--- config.mk ---
export PLATFORM = sky130hd
export DESIGN_NAME = sorted_list_engine_core
export DESIGN_NICKNAME = d
export VERILOG_FILES = /design/src/sv/sle_pkg.sv /design/src/sv/sorted_list_engine_core.sv /design/src/sv/sle_cell.sv
export SDC_FILE = /design/constraint.sdc
export NUM_CORES = 2
export LEC_CHECK = 0
export BUFFER_PORTS_ARGS = -buffer_cell sky130_fd_sc_hd__clkbuf_2
export CAP_MARGIN = 20
export CORE_UTILIZATION = 53
export DETAILED_ROUTE_END_ITERATION = 10
export HOLD_SLACK_MARGIN = 0.03
export PLACE_DENSITY = 0.66
export SLEW_MARGIN = 15
export SYNTH_ARGS = -nofsm -noshare
export SYNTH_HDL_FRONTEND = slang
export SYNTH_HIERARCHICAL = 1
export SYNTH_SLANG_ARGS = --single-unit
--- constraint.sdc ---
create_clock -name clk -period 11.1 [get_ports clk]
set_clock_uncertainty 0.15 [all_clocks]
set_input_delay 0 -clock clk [delete_from_list [all_inputs] [get_ports clk]]
set_output_delay 0 -clock clk [all_outputs]
set_load 0.05 [all_outputs]
--- src/sv/sle_pkg.sv ---
`default_nettype none

package sle_pkg;

  localparam int CAPACITY   = 16;
  localparam int CNT_W      = $clog2(CAPACITY + 1);
  localparam int VALUE_W    = 32;
  localparam int COUNT_OUT_W = 5;

  typedef enum logic [1:0] {
    CMD_INSERT = 2'd0,
    CMD_REMOVE = 2'd1,
    CMD_SEARCH = 2'd2
  } command_e;

  typedef enum logic [1:0] {
    ST_DONE    = 2'd0,
    ST_MISSING = 2'd1,
    ST_FULL    = 2'd2
  } status_e;

  typedef struct packed {
    logic [1:0]                command;
    logic signed [VALUE_W-1:0] value;
  } request_t;

  typedef struct packed {
    logic [1:0]             status;
    logic [COUNT_OUT_W-1:0] entry_count;
  } result_t;

  // per-cell update control, broadcast along the row
  typedef struct packed {
    logic shift_in;   // insert: open a slot at the insert point
    logic shift_out;  // remove: close the slot of the first match
  } cell_ctl_t;

endpackage

`default_nettype wire

--- src/sv/sorted_list_engine_core.sv ---
// channel   | valid / flow  | payload           | notes
// ----------+---------------+-------------------+------------------------------
// request   | start, busy   | request (cmd+val) | transfer when start && !busy
// result    | done          | result (st+count) | one cycle, cannot be held off
//
// one command per cycle: the row of cells compares every entry with the key
// in parallel and shifts in the same cycle, so a command's result is registered
// and shows the cycle after its transfer, with done high for that single cycle.
// busy is set by reset and cleared at the first edge without it; no clearing
// pass, the entry count alone marks which cells hold values.
// the receiver cannot stall, so nothing ever backs up into the request side.
`default_nettype none

module sorted_list_engine_core (
  input  wire logic              clk,
  input  wire logic              rst,
  input  wire logic              start,
  output logic                   busy,
  input  wire sle_pkg::request_t request,
  output logic                   done,
  output sle_pkg::result_t       result
);

  localparam int CAP = sle_pkg::CAPACITY;

  // table state
  logic [sle_pkg::CNT_W-1:0]          count;
  logic [sle_pkg::CNT_W-1:0]          count_next;

  // row of cells
  logic signed [sle_pkg::VALUE_W-1:0] cell_value [CAP];
  logic [CAP-1:0]                     cell_lt;
  logic [CAP-1:0]                     cell_eq;
  logic [CAP-1:0]                     cell_occ;
  sle_pkg::cell_ctl_t                 ctl;

  logic                               accept;
  logic                               found;
  logic                               full;
  logic [1:0]                         status_next;

  assign accept = start && !busy;
  assign found  = |cell_eq;
  assign full   = (count == sle_pkg::CNT_W'(CAP));

  // cell i holds a value when it sits below the entry count
  for (genvar i = 0; i < CAP; i++) begin : g_row
    logic                               left_lt;
    logic signed [sle_pkg::VALUE_W-1:0] left_value;
    logic signed [sle_pkg::VALUE_W-1:0] right_value;

    assign cell_occ[i] = (count > sle_pkg::CNT_W'(i));

    if (i == 0) begin : g_head
      // head of the row: the insert point can always land here
      assign left_lt    = 1'b1;
      assign left_value = request.value;
    end else begin : g_body
      assign left_lt    = cell_lt[i-1];
      assign left_value = cell_value[i-1];
    end

    if (i == CAP - 1) begin : g_tail
      // tail keeps its own value on a remove; it drops out of the count
      assign right_value = cell_value[i];
    end else begin : g_mid
      assign right_value = cell_value[i+1];
    end

    sle_cell u_cell (
      .clk         (clk),
      .ctl         (ctl),
      .key         (request.value),
      .occupied    (cell_occ[i]),
      .left_lt     (left_lt),
      .left_value  (left_value),
      .right_value (right_value),
      .value       (cell_value[i]),
      .lt          (cell_lt[i]),
      .eq          (cell_eq[i])
    );
  end

  // command decode: status, count update and the cell shift controls
  always_comb begin
    ctl         = '0;
    count_next  = count;
    status_next = sle_pkg::ST_MISSING;
    if (accept) begin
      unique case (request.command)
        sle_pkg::CMD_INSERT: begin
          if (full) begin
            status_next = sle_pkg::ST_FULL;
          end else begin
            status_next  = sle_pkg::ST_DONE;
            ctl.shift_in = 1'b1;
            count_next   = count + 1'b1;
          end
        end
        sle_pkg::CMD_REMOVE: begin
          if (found) begin
            status_next   = sle_pkg::ST_DONE;
            ctl.shift_out = 1'b1;
            count_next    = count - 1'b1;
          end
        end
        sle_pkg::CMD_SEARCH: begin
          if (found) begin
            status_next = sle_pkg::ST_DONE;
          end
        end
        default: begin
          // unused code: no operation, reported as not found
          status_next = sle_pkg::ST_MISSING;
        end
      endcase
    end
  end

  always_ff @(posedge clk) begin
    if (rst) begin
      count <= '0;
      busy  <= 1'b1;
      done  <= 1'b0;
    end else begin
      count <= count_next;
      busy  <= 1'b0;
      done  <= accept;
    end
  end

  // result payload, meaningful only while done is high
  always_ff @(posedge clk) begin
    if (accept) begin
      result.status      <= status_next;
      result.entry_count <= sle_pkg::COUNT_OUT_W'(count_next);
    end
  end

endmodule

`default_nettype wire

--- src/sv/sle_cell.sv ---
`default_nettype none

module sle_cell (
  input  wire logic                              clk,
  input  wire sle_pkg::cell_ctl_t                ctl,
  input  wire logic signed [sle_pkg::VALUE_W-1:0] key,
  input  wire logic                              occupied,
  input  wire logic                              left_lt,
  input  wire logic signed [sle_pkg::VALUE_W-1:0] left_value,
  input  wire logic signed [sle_pkg::VALUE_W-1:0] right_value,
  output logic signed [sle_pkg::VALUE_W-1:0]      value,
  output logic                                   lt,
  output logic                                   eq
);

  logic signed [sle_pkg::VALUE_W-1:0] value_next;

  assign lt = occupied && (value < key);
  assign eq = occupied && (value == key);

  // cells at or past the insert/remove point move; the rest keep
  always_comb begin
    value_next = value;
    if (ctl.shift_in && !lt) begin
      value_next = left_lt ? key : left_value;
    end else if (ctl.shift_out && !lt) begin
      value_next = right_value;
    end
  end

  always_ff @(posedge clk) begin
    value <= value_next;
  end

endmodule

`default_nettype wire

==> run_results.csv <==
group,metric,value,unit
placed_design,dp_hpwl,75500,um
critical_path,crit_type,"flop to flop",
flow_run,cap_violations,0,
outcome,status,"completed",
critical_path,required,11240,ps
critical_path,cp.arrival,5530,ps
worst_hold_path,min_path_cells,4,
power_and_ir_drop,p_sw,1.210,mW
global_route,grt_antenna_before_repair,3,
global_route,grt_pass1_vias,28580,
route,ant_nets,0,
global_route,overflow,0,
layout,final_nets,4337,
sta,setup_tns,0,ps
sta,rsz0062_at_grt,"no",
synth,yosysTopAreaCellShare,36.56,%
route,wire_per_inst,20.02,um
power_and_ir_drop,internal-power,3.617,mW
critical_path,worst_path_max_delay_cell,"o21ai_0",
sta,worstMarginPinSlew,1100,ps
route,drt_iter0_drc,1668,
power_and_ir_drop,peakVddDrop,0.0001069,V
sta,period_minus_slack,5387,ps
synth,syn_inst,3741,
synth,synth-seq-cells,526,
route,vias_per_cell,5.739,
power_and_ir_drop,p_sw_share,25.06,%
synth,ys_seq_area_share,36.89,%
power_and_ir_drop,clkPwrFrac,42.3,%
sta,finalCritPeriodShare,48.53,%
synth,async_reset_ff_share,0,%
sta,max_freq,185.6,MHz
synth,synth.area.top_cells,"edfxtp_1 (37%), mux2_2 (25%), ha_1 (15%)",
floorplanning,fp.dieH,285.6,um
power_and_ir_drop,power_frac_comb,11.2,%
synth,yosys.area.top_type,"edfxtp_1",
placed_design,place_congestion,0.8807,
power_and_ir_drop,seqPwrFrac,46.5,%
global_route,grt_first_pass_wirelength,157200,um
placed_design,numPortBuffers,45,
critical_path,path_cells,"nand3_1, o21ai_0, nor2b_1, and4_1, and4_1, nor4_4, and4_2, nor2_1, buf_4, nor2_1, nor2_2, buf_4",
synth,synth.most_common_cell,"mux2_2",
power_and_ir_drop,leakage,19.10,nW
route,drt_pre_antenna_iters,6,
sta,slew_headroom,26.38,%
synth,ys.flop_type,"edfxtp_1",
synth,ys_top_cells_by_count,"mux2_2 (965), inv_1 (536), ha_1 (520)",
clocking,cts_tree,"done",
floorplanning,dieArea,81570,sq um
critical_path,start_kind,"flop",
synth,synth_edf_count,519,
synth,synth_cell_types,62,
clocking,clk_pin_slew,60,ps
power_and_ir_drop,powerDensity,104.6,nW/um^2
power_and_ir_drop,fin_total_pwr,4.827,mW
synth,synth_warnings,6,
critical_path,critPathBufInv,2,
synth,syn_avg_cell_area,11.40,sq um
clocking,cts_max_level,3,
layout,drive_above_1_share,33.11,%
clocking,cts_sinks,526,
sta,final_hold_viol_count,0,
critical_path,critical-path-top-delay-family,"simple AND/OR/NAND/NOR gates",
synth,netlist_area,42630,sq um
critical_path,slowest_delay,770,ps
floorplanning,io_pins,46,
route,remaining_drc_errors,0,
worst_hold_path,hold_path.class,"primary input to flop",
clocking,clockBufferDepth,3,
global_route,grt_util_all_layers,24.04,%
critical_path,crit_cells,12,
clocking,cts-root-buf,"clkbuf_16",
global_route,grt_max_degree,34,
route,drt_wl_total,97760,um
critical_path,end_kind,"flop",
sta,final-setup-viol-count,0,
sta,slew_violations,0,
floorplanning,initial_utilization,53.79,%
floorplanning,die_x,285.6,um
critical_path,r2r_cells,12,
synth,syn_nets,4298,
floorplanning,core,79260,sq um
floorplanning,num_rows,103,
route,vias,28024,
layout,syn_to_final_growth,8.194,%
clocking,numCtsBuffers,66,
critical_path,crit_fanout,17,
clocking,clkLatencyLatePin,610,ps
clocking,cts_resized,0,
==> final timing paths <==
path	endpoint	start	slack, ps
max reg2reg	g_row[8].u_cell/value[25]$_DFFE_PP_	count[2]$_SDFF_PP0_	5710
min	g_row[0].u_cell/value[17]$_DFFE_PP_	request[17]	110
min reg2reg	g_row[15].u_cell/value[0]$_DFFE_PP_	g_row[15].u_cell/value[0]$_DFFE_PP_	460
max	g_row[8].u_cell/value[25]$_DFFE_PP_	count[2]$_SDFF_PP0_	5710
==> cell families (layout without fill, tap and decap cells) <==
| family | count (synthesis) | in the layout | share of synthesized area, % |
|---|---|---|---|
| other | 1 | 4 | 0.008796 |
| and+or+nand+nor | 529 | 529 | 6.422 |
| adders and majority gates | 520 | 520 | 15.26 |
| muxes | 1027 | 1027 | 27.40 |
| AOI/OAI and AO/OA | 482 | 482 | 7.361 |
| buffers and inverters | 656 | 745 | 6.662 |
| DFF | 526 | 526 | 36.89 |
==> power groups by stage <==
stage	sequential, mW	combinational [mW]	clock (mW)
floorplan	2.28	0.374	0
global placement	2.28	0.514	0
detailed placement	2.28	0.531	0
CTS	2.24	0.536	2.10
global route	2.25	0.613	2.17
finish	2.24	0.543	2.04
==> stage by stage <==
step / util [%] / instance area, sq um / std cells / worst slack (ps) / hold slack (ps)
2_1_floorplan: - / 42630 / 3741 / 4217 / -122.3
3_3_place_gp: 55.21 / 43760 / 4747 / 6072 / 226.7
3_5_place_dp: 55.25 / 43790 / 4748 / 5931 / 219.1
4_1_cts: 57.84 / 45840 / 4870 / 5881 / 58.73
5_1_grt: 58.19 / 46120 / 4882 / 5365 / 124.5
6_report: 58.20 / 46120 / 4883 / 5713 / 105.0
==> layout make-up <==
type / count / area [sq um]
clock buffers: 84 / 1803
diodes: 3 / 7.507
repair buffers: 89 / 785.8
clock inverters: 34 / 212.7
flip-flops and latches: 526 / 15730
well taps: 1050 / 1314
inverters: 538 / 2019
fillers: 6710 / 33130
multi-input cells: 2559 / 24260
==> registers in the layout (all words and copies together), names as in the netlist <==
register and flops:
busy 1, count 5, done 1, g_row.u_cell/value 512
result 7
==> cell usage in the layout (no fill, tap or decap), drive strengths merged, types with 17 or more instances in the layout <==
master     n
edfxtp   519
clkbuf   129
o21ai    114
buf       40
a21oi    239
nor2b     19
a31oi     17
nand3     35
o211ai    31
nor2     105
a21o      18
inv      538
nand2    183
nor4      38
nand4     85
mux2    1026
clkinv    33
ha       520
==> tightest hold or removal path, stage by stage <==
cell and delay (ps):
clkbuf_2 80, buf_4 320, mux2_2 220, mux2_2 130
==> routing by layer <==
layer | global-route usage (%) | up-vias | part of all wire [%]
met5 | 0 | - | 0
met3 | 2.408 | 177 | 3.1
li1 | - | 13841 | -
met1 | 32.89 | 13515 | 47
met2 | 39.69 | 491 | 47
met4 | 8.369 | 0 | 3.2
==> timing repair <==
action,in CTS,in global routing
endpoints found under the hold margin,8,0
hold buffers,4,0
buffers inserted,0,0
endpoints found under the setup margin,0,0
(Power assumes the default switching activity.)
